File: src/rtl/x86_integer_alu_with_flags_unit_assert.svh
// Assertion macros shared by the ALU block.
`ifndef X86_INTEGER_ALU_WITH_FLAGS_UNIT_ASSERT_SVH
`define X86_INTEGER_ALU_WITH_FLAGS_UNIT_ASSERT_SVH

// Assert that a property implication holds when out of reset.
`define XALU_ASSERT_IMP(label, ante, cons) \
  label: assert property (@(posedge clk) disable iff (!rst_n) (ante) |-> (cons)) \
    else $error("assertion failed");

// Assert a next-cycle implication.
`define XALU_ASSERT_NXT(label, ante, cons) \
  label: assert property (@(posedge clk) disable iff (!rst_n) (ante) |=> (cons)) \
    else $error("assertion failed");

`endif

File: src/rtl/xalu_pkg.sv
package xalu_pkg;

  typedef enum logic [4:0] {
    ACT_ADD  = 5'd0,
    ACT_ADC  = 5'd1,
    ACT_SUB  = 5'd2,
    ACT_SBB  = 5'd3,
    ACT_MUL  = 5'd4,
    ACT_IMUL = 5'd5,
    ACT_DIV  = 5'd6,
    ACT_IDIV = 5'd7,
    ACT_MOD  = 5'd8,
    ACT_IMOD = 5'd9,
    ACT_AND  = 5'd10,
    ACT_XOR  = 5'd11,
    ACT_OR   = 5'd12,
    ACT_SHL  = 5'd13,
    ACT_SHR  = 5'd14,
    ACT_SAR  = 5'd15,
    ACT_SAL  = 5'd16
  } act_t;

  localparam logic [1:0] SIZE_8  = 2'd0;
  localparam logic [1:0] SIZE_16 = 2'd1;

  localparam logic [4:0] COUNT_MASK = 5'h1f;
  localparam int unsigned DIV_STEPS = 64;

  // Flags in the kept register: bit 0 CF, 1 OF, 2 ZF, 3 SF, 4 PF.
  typedef struct packed {
    logic pf;
    logic sf;
    logic zf;
    logic of;
    logic cf;
  } flags_t;

  // Controller to datapath.
  typedef struct packed {
    logic load;      // capture item for the check cycle
    logic div_start; // begin division
    logic div_step;  // one restoring step
    logic div_fin;   // fix signs, produce result
  } dp_cmd_t;

  // Datapath to controller.
  typedef struct packed {
    logic is_div;  // loaded item needs the divider
    logic div_err; // division error found for the loaded item
    logic div_last;
  } dp_sts_t;

endpackage

File: src/rtl/xalu_ctrl.sv
module xalu_ctrl (
  input  logic              clk,
  input  logic              rst_n,
  input  logic              in_tvalid,
  output logic              in_tready,
  output logic              out_tvalid,
  input  logic              out_tready,
  output xalu_pkg::dp_cmd_t cmd,
  input  xalu_pkg::dp_sts_t sts
);
  import xalu_pkg::*;

  typedef enum logic [3:0] {
    ST_IDLE  = 4'b0001,
    ST_CHECK = 4'b0010,
    ST_DIV   = 4'b0100,
    ST_FIN   = 4'b1000
  } state_t;

  state_t state_r, state_nxt;
  logic   ovalid_r, ovalid_nxt;

  // Output register frees up when taken, so a new item can enter alongside.
  assign in_tready  = (state_r == ST_IDLE) && (!ovalid_r || out_tready);
  assign out_tvalid = ovalid_r;

  always_comb begin
    state_nxt = state_r;
    ovalid_nxt = ovalid_r && !out_tready;
    cmd = '0;
    unique case (state_r)
      ST_IDLE: begin
        if (in_tvalid && in_tready) begin
          cmd.load = 1'b1;
          state_nxt = ST_CHECK;
        end
      end
      ST_CHECK: begin
        if (!sts.is_div || sts.div_err) begin
          ovalid_nxt = 1'b1;
          state_nxt = ST_IDLE;
        end else begin
          cmd.div_start = 1'b1;
          state_nxt = ST_DIV;
        end
      end
      ST_DIV: begin
        cmd.div_step = 1'b1;
        if (sts.div_last) state_nxt = ST_FIN;
      end
      ST_FIN: begin
        cmd.div_fin = 1'b1;
        ovalid_nxt = 1'b1;
        state_nxt = ST_IDLE;
      end
      default: state_nxt = ST_IDLE;
    endcase
  end

  always_ff @(posedge clk) begin
    if (!rst_n) begin
      state_r  <= ST_IDLE;
      ovalid_r <= 1'b0;
    end else begin
      state_r  <= state_nxt;
      ovalid_r <= ovalid_nxt;
    end
  end

endmodule

File: config.mk
export PLATFORM = sky130hd
export DESIGN_NAME = xalu_ctrl
export DESIGN_NICKNAME = d
export VERILOG_FILES = /design/src/rtl/x86_integer_alu_with_flags_unit_assert.svh /design/src/rtl/xalu_pkg.sv /design/src/rtl/xalu_ctrl.sv
export SDC_FILE = /design/constraint.sdc
export NUM_CORES = 1
export LEC_CHECK = 0
export BUFFER_PORTS_ARGS = -buffer_cell sky130_fd_sc_hd__buf_2
export CORE_AREA = 2 2 39 41
export CTS_CLUSTER_DIAMETER = 30
export DETAILED_ROUTE_END_ITERATION = 10
export DIE_AREA = 0 0 41 43
export PLACE_DENSITY = 0.51
export SLEW_MARGIN = 20
export SYNTH_ARGS = -nofsm -noshare
export SYNTH_HDL_FRONTEND = slang
export SYNTH_SLANG_ARGS = --single-unit
File: constraint.sdc
create_clock -name clk -period 2.2 [get_ports clk]
set_input_delay 0.11 -clock clk [delete_from_list [all_inputs] [get_ports clk]]
set_output_delay 0.11 -clock clk [all_outputs]
set_load 0.01 [all_outputs]
Yosys cells after proc, flatten, opt, wreduce, memory -nomap -nowiden
Cells that the tools add are included.

Flip-flop bits (word level): 5. Bits of input ports: 7. Output and inout bits: 6. Logic and storage cells: 29.

Eq/ne operators: 6. Multiplexer cells: 12. Reduce and logical (&&, ||, !) cells: 9.

Operators by type and width (number): one-hot mux 4 bit (3 select lines) (1); 2-to-1 mux 4 bit (2); 2-to-1 mux 1 bit (7); == test 4 x 1 -> 1 bit, second input constant (1); == test 4 x 2 -> 1 bit, second input constant (1); == test 4 x 3 -> 1 bit, second input constant (1); == test 4 bit, second input constant (1); logical AND 1 bit (3); logical NOT 1 bit (3); 2-to-1 mux 3 bit (1); logical OR 1 bit (2); != test 2 x 1 -> 1 bit, second input constant (1); != test 2 bit, second input constant (1); one-hot mux 1 bit (2 select lines) (1); AND reduction 2 bit (1).

Depth between registers and ports, before layout
Gate-level depths: netlist of the first run.

Word-level depth: 6. Mapped depth: 3. Gate-level depth less buffers: 3.

Least setup slack after synthesis of the first run
OpenSTA, ideal clock, no wires.

Kind: register -> register. Start point: register state_r[0]. End point: register state_r[1]. Setup time: 59 ps. Arrival time: 1277 ps. Required time: 2141 ps. Path slack: 864 ps. Stages on the path, launching flop included: 4. Buffers on the path: 0. Clock period less this slack: 1336 ps. Path through: dfxtp_1 > or4b_4 > nor3b_2 > and2_1.

Cells in the longest elaborated chain, start to end: 5. Elaborated cells between the ends (all ways): 9. Those cells by class: eq/ne (5); mux (1); reduce/logical (3).

RTL lines: start: declaration (RTL line xalu_ctrl.sv:20) `state_t state_r, state_nxt;`; start signal: assignment (RTL line xalu_ctrl.sv:65) `state_r <= state_nxt;`; == test 4 x 1 -> 1 bit (RTL line xalu_ctrl.sv:24, xalu_ctrl.sv:31); logical AND 1 bit (RTL line xalu_ctrl.sv:24) `assign in_tready = (state_r == ST_IDLE) && (!ovalid_r || out_tready);`; logical AND 1 bit (RTL line xalu_ctrl.sv:33) `if (in_tvalid && in_tready) begin`; != test 2 x 1 -> 1 bit (no source line); AND reduction 2 bit (no source line).

Parallel ways exist; a longest one is shown, timed or not. A chain may end at the register's enable or synchronous reset.

==> flow_metrics.tcl, run 1 <==
set metrics [dict create \
    start_util 0.201 \
    drive_gt1_frac 0.432 \
    ir_drop_mv 0.246 \
    multi_input_area_um2 174 \
    nets 52 \
    clk_path_buf_depth 2 \
    n_antenna_cell 0 \
    io_pins 13 \
    whs_path_depth 2 \
    worst-path-max-fanout 6 \
    finalMaxSlewViolations 0 \
    crit_slowest_cell "or4b_4" \
    gp_congestion 0.746 \
    cts_tree "done" \
    post-route-period-util 0.739 \
    core_mm2 0.00138 \
    grt_first_pass_wirelength_um 972 \
    top_layer_used "met4" \
    final_cell_mix "buf_2 (12), dfxtp_1 (5), nand2b_1 (3), nor2_1 (3), clkbuf_4 (3)" \
    vias 272 \
    finalWorstSetupSlack_ns 0.575 \
    power.leakage_uw 0.000174 \
    path_clk_slew_ns 0.05 \
    synth_seq_cells 5 \
    cts_setup_buffers 0 \
    slew-limit-headroom 0.683 \
    drt-met1-wl_um 292 \
    cts_resized 0 \
    tightest_slew_ns 0.469 \
    finClkSkew_ns 0.00553 \
    reg2reg_to "state_r[1]" \
    r2r-start "state_r[0]" \
    arrival_ns 1.51 \
    die_w_um 41 \
    tns_ns 0 \
    io_buffer_count 12 \
    wl_met2_um 306 \
    drcViolationCount 0 \
    min_from "sts[0]" \
    seq_area_frac_synth 0.360 \
    critPathMaxStageDelay_ns 0.52 \
    cts_root_buf "clkbuf_4" \
    drt_first_pass_iters 4 \
    yosysUniqueCellTypes 17 \
    grt_usage 0.0924 \
    fin_area_um2 384 \
    rrSetupSlack_ns 0.88 \
    fmax_mhz 615 \
    hold_class "input port to flop" \
    synthToLayoutAreaGrowth_pct 38.3 \
    drt_iter0_drc 9 \
    fp-row-count 14 \
    status "complete, no violations" \
    rsz0062_at_grt "no" \
    clkSinkCount 5 \
    mostFrequentLayoutCell "buf_2" \
    overflow 0 \
    dpl-instance-area_um2 358 \
    avgViaCountPerCell 4.53 \
    power_density_mw_per_mm2 665 \
    hold_viol 0 \
    fin_crit_ns 1.62 \
    nFillCells 143 \
    regArea_um2 100 \
    first_global_vias 218 \
    whs_ns 0.111 \
    required_ns 2.09 \
    ctsHoldBuffers 0 \
    worstSetupStartpointType "flop" \
    worst_setup_path_end_kind "output pin" \
    yosys_warnings 0 \
    wire_per_inst_um 10.6 \
    reg2regPathDepth 3 \
    die_area_mm2 0.00176 \
    holdPathEnd "state_r[3]" \
    setup_viol 0 \
    cp_cell_sequence "or4b_4 > nor3b_2 > buf_2" \
    met3_wirelength_um 24 \
    h-tree-depth 1 \
    totalWireLength_um 638 \
    path_buf_inv 1 \
    worstSkewPairLatency_ns 0.25 \
    netlist_area_um2 278 \
    pre_cts_ws_ns 0.848 \
    die_height_um 43 \
    cts_buffers 3 \
    path_class "flop to output pin" \
    dp_hpwl_um 476 \
    antenna_found_initial 0 \
    syn_inst 28 \
    syn_area_per_cell_um2 9.92 \
    syn_nets 35 \
    grt_max_degree 7 \
    cap_violations 0 \
    critPathTopFamily "simple AND/OR/NAND/NOR gates" \
    ant_nets 0 \
]
## synth_stat cells (all sizes together)
cell type	n	area (µm²)
mux2i	1	10.0
nor3b	2	25.0
and2	1	6.26
nand2b	3	18.8
xor2	1	8.76
nor2	3	11.3
inv	1	3.75
or4b	2	23.8
nor2b	2	12.5
a21oi	1	8.76
and3	1	6.26
nor4b	2	17.5
or4	1	7.51
a2bb2oi	1	8.76
o31a	1	8.76
dfxtp	5	100
## where the power goes
group | switching (µW) | internal (µW)
Clock | 40.4 | 68.8
Sequential | 6.56 | 95.5
Combinational | 19.9 | 24.5
Total | 66.9 | 189
## flip-flops by register name, indices dropped and copies added, names as in the netlist
register,cells
state_r,4
out_tvalid,1
## cells by family (layout without fill, tap and decap cells)
logic type / count (synthesis) / count (layout) / share of synthesized area
AND/OR/NAND/NOR: 17 / 17 / 0.464
flip-flops: 5 / 5 / 0.360
AO/OA/AOI/OAI: 3 / 3 / 0.0946
XOR/XNOR: 1 / 1 / 0.0315
multiplexers: 1 / 1 / 0.0360
buffers and inverters: 1 / 17 / 0.0135
## stage by stage
step / cells / power (µW) / utilization
floorplan: 28 / 132 / -
global placement: 56 / 148 / 0.259
detailed placement: 56 / 148 / 0.259
CTS: 60 / 261 / 0.278
global route: 60 / 275 / 0.278
finish: 60 / 256 / 0.278
## worst reg2reg max path: cells and delay by family (launching register included)
| kind | cells | cell delay (ns) |
|---|---|---|
| flip-flops | 1 | 0.42 |
| AND/OR/NAND/NOR | 3 | 0.85 |
## worst max path at each step
stage / from / to / slack [ns] / depth (start not counted)
after floorplan: state_r[0] / state_r[1] / 0.86 / 3
after detailed placement: state_r[0] / cmd[3] / 0.85 / 3
final: state_r[0] / cmd[3] / 0.58 / 3
after CTS: state_r[0] / cmd[3] / 0.58 / 3
after global routing: state_r[0] / cmd[3] / 0.51 / 3
after global placement: state_r[0] / cmd[3] / 0.84 / 3
## layout make-up
type                    instances  share of cell area
clock buffers                   4              0.0684
multi-input cells              22               0.453
inverters                       1             0.00977
flip-flops and latches          5               0.261
well taps                      16              0.0521
repair buffers                 12               0.156
## routing by layer
layer / global-route usage / vias to the layer above
met5: 0 / -
met4: 0.100 / 0
met3: 0.0628 / 2
met2: 0.0969 / 9
met1: 0.109 / 127
li1: - / 134
No activity file was read; power rests on OpenSTA's default activity.
==> run 2, diff against run 1 <==
==> constraint.sdc (replaced) <==
create_clock -name clk -period 1.5 [get_ports clk]
set_input_delay 0.075 -clock clk [delete_from_list [all_inputs] [get_ports clk]]
set_output_delay 0.075 -clock clk [all_outputs]
set_load 0.01 [all_outputs]
==> run 2 against run 1 <==
- the run now ends with negative setup slack left
- flip-flop and latch count is the same
- first-iteration DRC count shrank 89%
- wire length down 9.9%
- core utilization rose by 0.81 points
- die area unchanged
- sequential share of layout area rose by 0.52 points
- setup slack got worse by 0.62 ns
- via count fell by 2.6%
==> flow_metrics.tcl, run 2 (synthesis gave the netlist of run 1 again) <==
set metrics [dict create \
    drive_gt1_frac 0.523 \
    status "complete, but fails checks" \
    core_mm2 0.00138 \
    post-route-period-util 1.03 \
    r2r-start "state_r[2]" \
    drcViolationCount 0 \
    worstSkewPairLatency_ns 0.25 \
    clk_path_buf_depth 2 \
    path_class "flop to output pin" \
    die_area_mm2 0.00176 \
    synthToLayoutAreaGrowth_pct 42.3 \
    worstSetupStartpointType "flop" \
    required_ns 1.42 \
    hold_class "input port to flop" \
    cp_cell_sequence "or4b_4 > nor3b_4 > buf_2" \
    vias 265 \
    n_antenna_cell 0 \
    worst-path-max-fanout 6 \
    fmax_mhz 646 \
    clkSinkCount 5 \
    power_density_mw_per_mm2 962 \
    io_pins 13 \
    power.leakage_uw 0.000176 \
    gp_congestion 0.726 \
    violations "negative setup slack" \
    cap_violations 0 \
    setup_viol 1 \
    grt_usage 0.0935 \
    critPathTopFamily "simple AND/OR/NAND/NOR gates" \
    totalWireLength_um 575 \
    regMostFlops "state_r" \
    fin_crit_ns 1.55 \
    io_buffer_count 12 \
    tightest_slew_ns 0.463 \
    grt_max_degree 7 \
    slew-limit-headroom 0.687 \
    antenna_found_initial 0 \
    cts_root_buf "clkbuf_4" \
    ctsHoldBuffers 0 \
    crit_slowest_cell "or4b_4" \
    fin_area_um2 395 \
    path_clk_slew_ns 0.05 \
    drt_iter0_drc 1 \
    arrival_ns 1.47 \
    fp-row-count 14 \
    worst_setup_path_end_kind "output pin" \
    dpl-instance-area_um2 358 \
    ir_drop_mv 0.357 \
    finalWorstSetupSlack_ns -0.0473 \
    wire_per_inst_um 9.58 \
    ant_nets 0 \
    multi_input_area_um2 180 \
    overflow 0 \
    cts_buffers 3 \
    rsz0062_at_grt "yes" \
    start_util 0.201 \
    cts_tree "done" \
    critPathLaunch "state_r[2]" \
    hold_viol 0 \
    die_height_um 43 \
    largest_reg_flops 4 \
    path_buf_inv 1 \
    nets 52 \
    first_global_vias 229 \
    finClkSkew_ns 0.00488 \
    finalMaxSlewViolations 0 \
    avgViaCountPerCell 4.42 \
    min_from "sts[0]" \
    final_cell_mix "buf_2 (12), dfxtp_2 (4), nand2b_1 (3), nor2_1 (3), clkbuf_4 (3)" \
    cts_setup_buffers 0 \
    nFillCells 154 \
    drt_first_pass_iters 2 \
    h-tree-depth 1 \
    tns_ns -0.0473 \
    mostFrequentLayoutCell "buf_2" \
    grt_first_pass_wirelength_um 931 \
    die_w_um 41 \
    critPathMaxStageDelay_ns 0.55 \
    regArea_um2 105 \
]
run 2: cell types whose count changed in the layout (fill, tap and decap cells not counted):
cell / previous run / this run
dfxtp_2: 0 / 4
nor3b_4: 0 / 1
dfxtp_1: 5 / 1
nor3b_2: 2 / 1
run 2: worst register-to-register path: stages, from the launching register on:
cell and delay, ns:
dfxtp_2 0.34, or4b_1 0.56, a2bb2oi_1 0.17, nor3b_2 0.16
run 2: through the flow:
step / setup WS [ns] / util / total power, µW / hold WS [ns] / cells
floorplan: 0.164 / - / 193 / 0.197 / 28
global placement: 0.180 / 0.259 / 217 / 0.325 / 56
detailed placement: 0.190 / 0.259 / 217 / 0.326 / 56
CTS: -0.0364 / 0.280 / 381 / 0.0810 / 60
global route: -0.121 / 0.286 / 407 / 0.0717 / 60
finish: -0.0473 / 0.286 / 380 / 0.0814 / 60
run 2: path summary, 6_finish.rpt:
path | endpoint | slack [ns] | cells after the start
setup reg to reg | state_r[2] | 0.20 | 3
hold / removal | state_r[3] | 0.08 | 2
setup / recovery | cmd[3] | -0.05 | 3
hold reg to reg | state_r[0] | 0.56 | 2
run 2: report_power, final:
part / internal (µW) / switching (µW)
combinational: 38.3 / 30.8
clock: 101 / 60.4
sequential: 141 / 8.65
run 2: per-layer routing:
layer / global-route usage / vias up / routed length [µm]
li1: - / 134 / -
met2: 0.103 / 7 / 274
met3: 0.0314 / 4 / 14
met5: 0 / - / 0
met1: 0.0968 / 120 / 241
met4: 0.160 / 0 / 46
run 2: layout make-up:
cell class | instances | area share
well taps | 16 | 0.0506
inverters | 1 | 0.00949
repair buffers | 12 | 0.152
flip-flops and latches | 5 | 0.266
multi-input cells | 22 | 0.456
clock buffers | 4 | 0.0665
run 2: timing repair:
item,CTS,global route
resized for setup,3,2
cloned,0,0
setup endpoints to repair,1,3
pin swaps,0,0
==> run 3, diff against run 2 <==
--- a/config.mk
+++ b/config.mk
@@ -5,6 +5,7 @@
 export SDC_FILE = /design/constraint.sdc
 export NUM_CORES = 1
 export LEC_CHECK = 0
+export ABC_AREA = 1
 export BUFFER_PORTS_ARGS = -buffer_cell sky130_fd_sc_hd__buf_2
 export CORE_AREA = 2 2 39 41
 export CTS_CLUSTER_DIAMETER = 30
==> run 3 against run 2 <==
- the run now ends clean
- sequential power about the same
- area after synthesis unchanged
- die area unchanged
- clock skew decreased by 0.0013 ns
- largest cell class unchanged
- flip-flop and latch count unchanged
- via count increased by 18%
==> flow_metrics.tcl, run 3 <==
set metrics [dict create \
    status "complete, no violations" \
    ctsHoldBuffers 0 \
    cts_tree "done" \
    finalMaxSlewViolations 0 \
    clkSinkCount 5 \
    use_met1 0.0903 \
    top_usage_layer "met2" \
    first_global_vias 324 \
    die_w_um 41 \
    vias 313 \
    fin_area_um2 384 \
    die_height_um 43 \
    grt_first_pass_wirelength_um 1090 \
    synth-compound-area-share 0.0541 \
    synthXorXnorAreaFrac 0 \
    clk_path_buf_depth 2 \
    synth_top_family_by_area "simple AND/OR/NAND/NOR gates" \
    met2_usage 0.144 \
    post-route-period-util 0.868 \
    nFillCells 155 \
    arrival_ns 1.23 \
    ir_drop_mv 0.389 \
    path_class "flop to output pin" \
    netlist_top_cells_area "dfxtp_1 (36%), inv_1 (14%), nand3_1 (9.0%)" \
    muxShareOfSynthArea 0 \
    worstSkewPairLatency_ns 0.25 \
    cap_violations 0 \
    ant_nets 0 \
    avgViaCountPerCell 4.23 \
    power_density_mw_per_mm2 958 \
    drive_gt1_frac 0.362 \
    cts_buffers 3 \
    cts_root_buf "clkbuf_4" \
    syn_area_per_cell_um2 6.61 \
    required_ns 1.42 \
    drt_first_pass_iters 4 \
    syn_inst 42 \
    yosysMostFrequentCell "inv_1" \
    async_flop_share 0 \
    dp_hpwl_um 504 \
    synth_edf_count 0 \
    nets 66 \
    finClkSkew_ns 0.00359 \
    hold_class "input port to flop" \
    grt_max_degree 6 \
    yosys.area.top_type "dfxtp_1" \
    overflow 0 \
    largest_reg_flops 4 \
    yosysUniqueCellTypes 13 \
    totalWireLength_um 638 \
    rsz0062_at_grt "no" \
    seq_area_frac_synth 0.360 \
    tns_ns 0 \
    dpl-instance-area_um2 358 \
    synthToLayoutAreaGrowth_pct 38.3 \
    yosys_warnings 0 \
    n_antenna_cell 0 \
    drcViolationCount 0 \
    die_area_mm2 0.00176 \
    cts_setup_buffers 0 \
    path_clk_slew_ns 0.05 \
    worstSetupStartpointType "flop" \
    use_met3 0.0314 \
    hold_viol 0 \
    synth_simple_gate_area_frac 0.437 \
    synth_seq_cells 5 \
    drt_iter0_drc 8 \
    worst_setup_path_end_kind "output pin" \
    final_cell_mix "buf_2 (12), inv_1 (10)" \
    tightest_slew_ns 0.330 \
    antenna_found_initial 0 \
    setup_viol 0 \
    io_buffer_count 12 \
    worst-path-max-fanout 4 \
    grt_usage 0.0975 \
    ys.flop_type "dfxtp_1" \
    core_mm2 0.00138 \
    gp_congestion 0.761 \
    power.leakage_uw 0.000208 \
    fmax_mhz 768 \
    yosys.area_share.adder 0 \
    fp-row-count 14 \
    io_pins 13 \
    mostFrequentLayoutCell "buf_2" \
    synth_top_area_share 0.360 \
    synthTopCellsByCount "inv_1 (10), dfxtp_1 (5), nand2_1 (5), nand3_1 (5), nor2_1 (5)" \
    wire_per_inst_um 8.62 \
    syn_nets 49 \
    slew-limit-headroom 0.779 \
    start_util 0.201 \
    regMostFlops "state_r" \
    cts_resized 0 \
    netlist_area_um2 278 \
    fin_crit_ns 1.30 \
    h-tree-depth 1 \
]
[run 3: changes by cell type in the layout (fill, tap and decap cells not counted), moves of 3 or more]
cell      change
dfxtp_1       +4
dfxtp_2       -4
inv_1         +9
nand2_1       +5
nand2b_1      -3
nand3_1       +5
nor2_2        +3
[run 3: power breakdown]
part           internal (µW)  switching [µW]
clock                    101            59.9
sequential               140            6.61
combinational           25.8            34.8
total                    267             101
[run 3: worst paths after layout]
check        cells after the start        from  slack (ns)          to
max                              4  state_r[3]        0.20      cmd[3]
min                              2       rst_n        0.04  state_r[0]
min reg2reg                      3  state_r[2]        0.59  state_r[0]
max reg2reg                      5  out_tvalid        0.46  state_r[3]
[run 3: layout make-up]
type                            instances  area [µm²]  area share
Inverter                               11        41.3       0.107
Clock buffer                            4        26.3      0.0684
Timing Repair Buffer                   12        60.1       0.156
Multi-Input combinational cell         26         136       0.355
Sequential cell                         5         100       0.261
Tap cell                               16        20.0      0.0521
[run 3: kinds of logic (layout without fill, tap and decap cells)]
family | after synthesis | count (layout)
AO/OA/AOI/OAI | 3 | 3
buffers and inverters | 11 | 27
flip-flops | 5 | 5
AND/OR/NAND/NOR | 23 | 23
[run 3: worst max-delay path: stages (launching register included)]
cell     delay (ns)
dfxtp_1        0.32
nor2_2         0.17
nand3_1        0.17
nor3_1         0.16
buf_2          0.15
[run 3: metal layers]
metal / wire length [µm] / up-vias
li1: - / 163
met1: 234 / 138
met2: 351 / 9
met3: 28 / 3
met4: 24 / 0
met5: 0 / -
[run 3: per-stage QoR]
step | setup WS [ns] | instances | hold slack, ns | total power [µW] | utilization
global route | 0.0818 | 74 | 0.0439 | 390 | 0.278
global placement | 0.468 | 70 | 0.287 | 210 | 0.259
CTS | 0.180 | 74 | 0.0294 | 379 | 0.278
floorplan | 0.522 | 42 | 0.169 | 186 | -
finish | 0.199 | 74 | 0.0383 | 368 | 0.278
detailed placement | 0.460 | 70 | 0.292 | 209 | 0.259
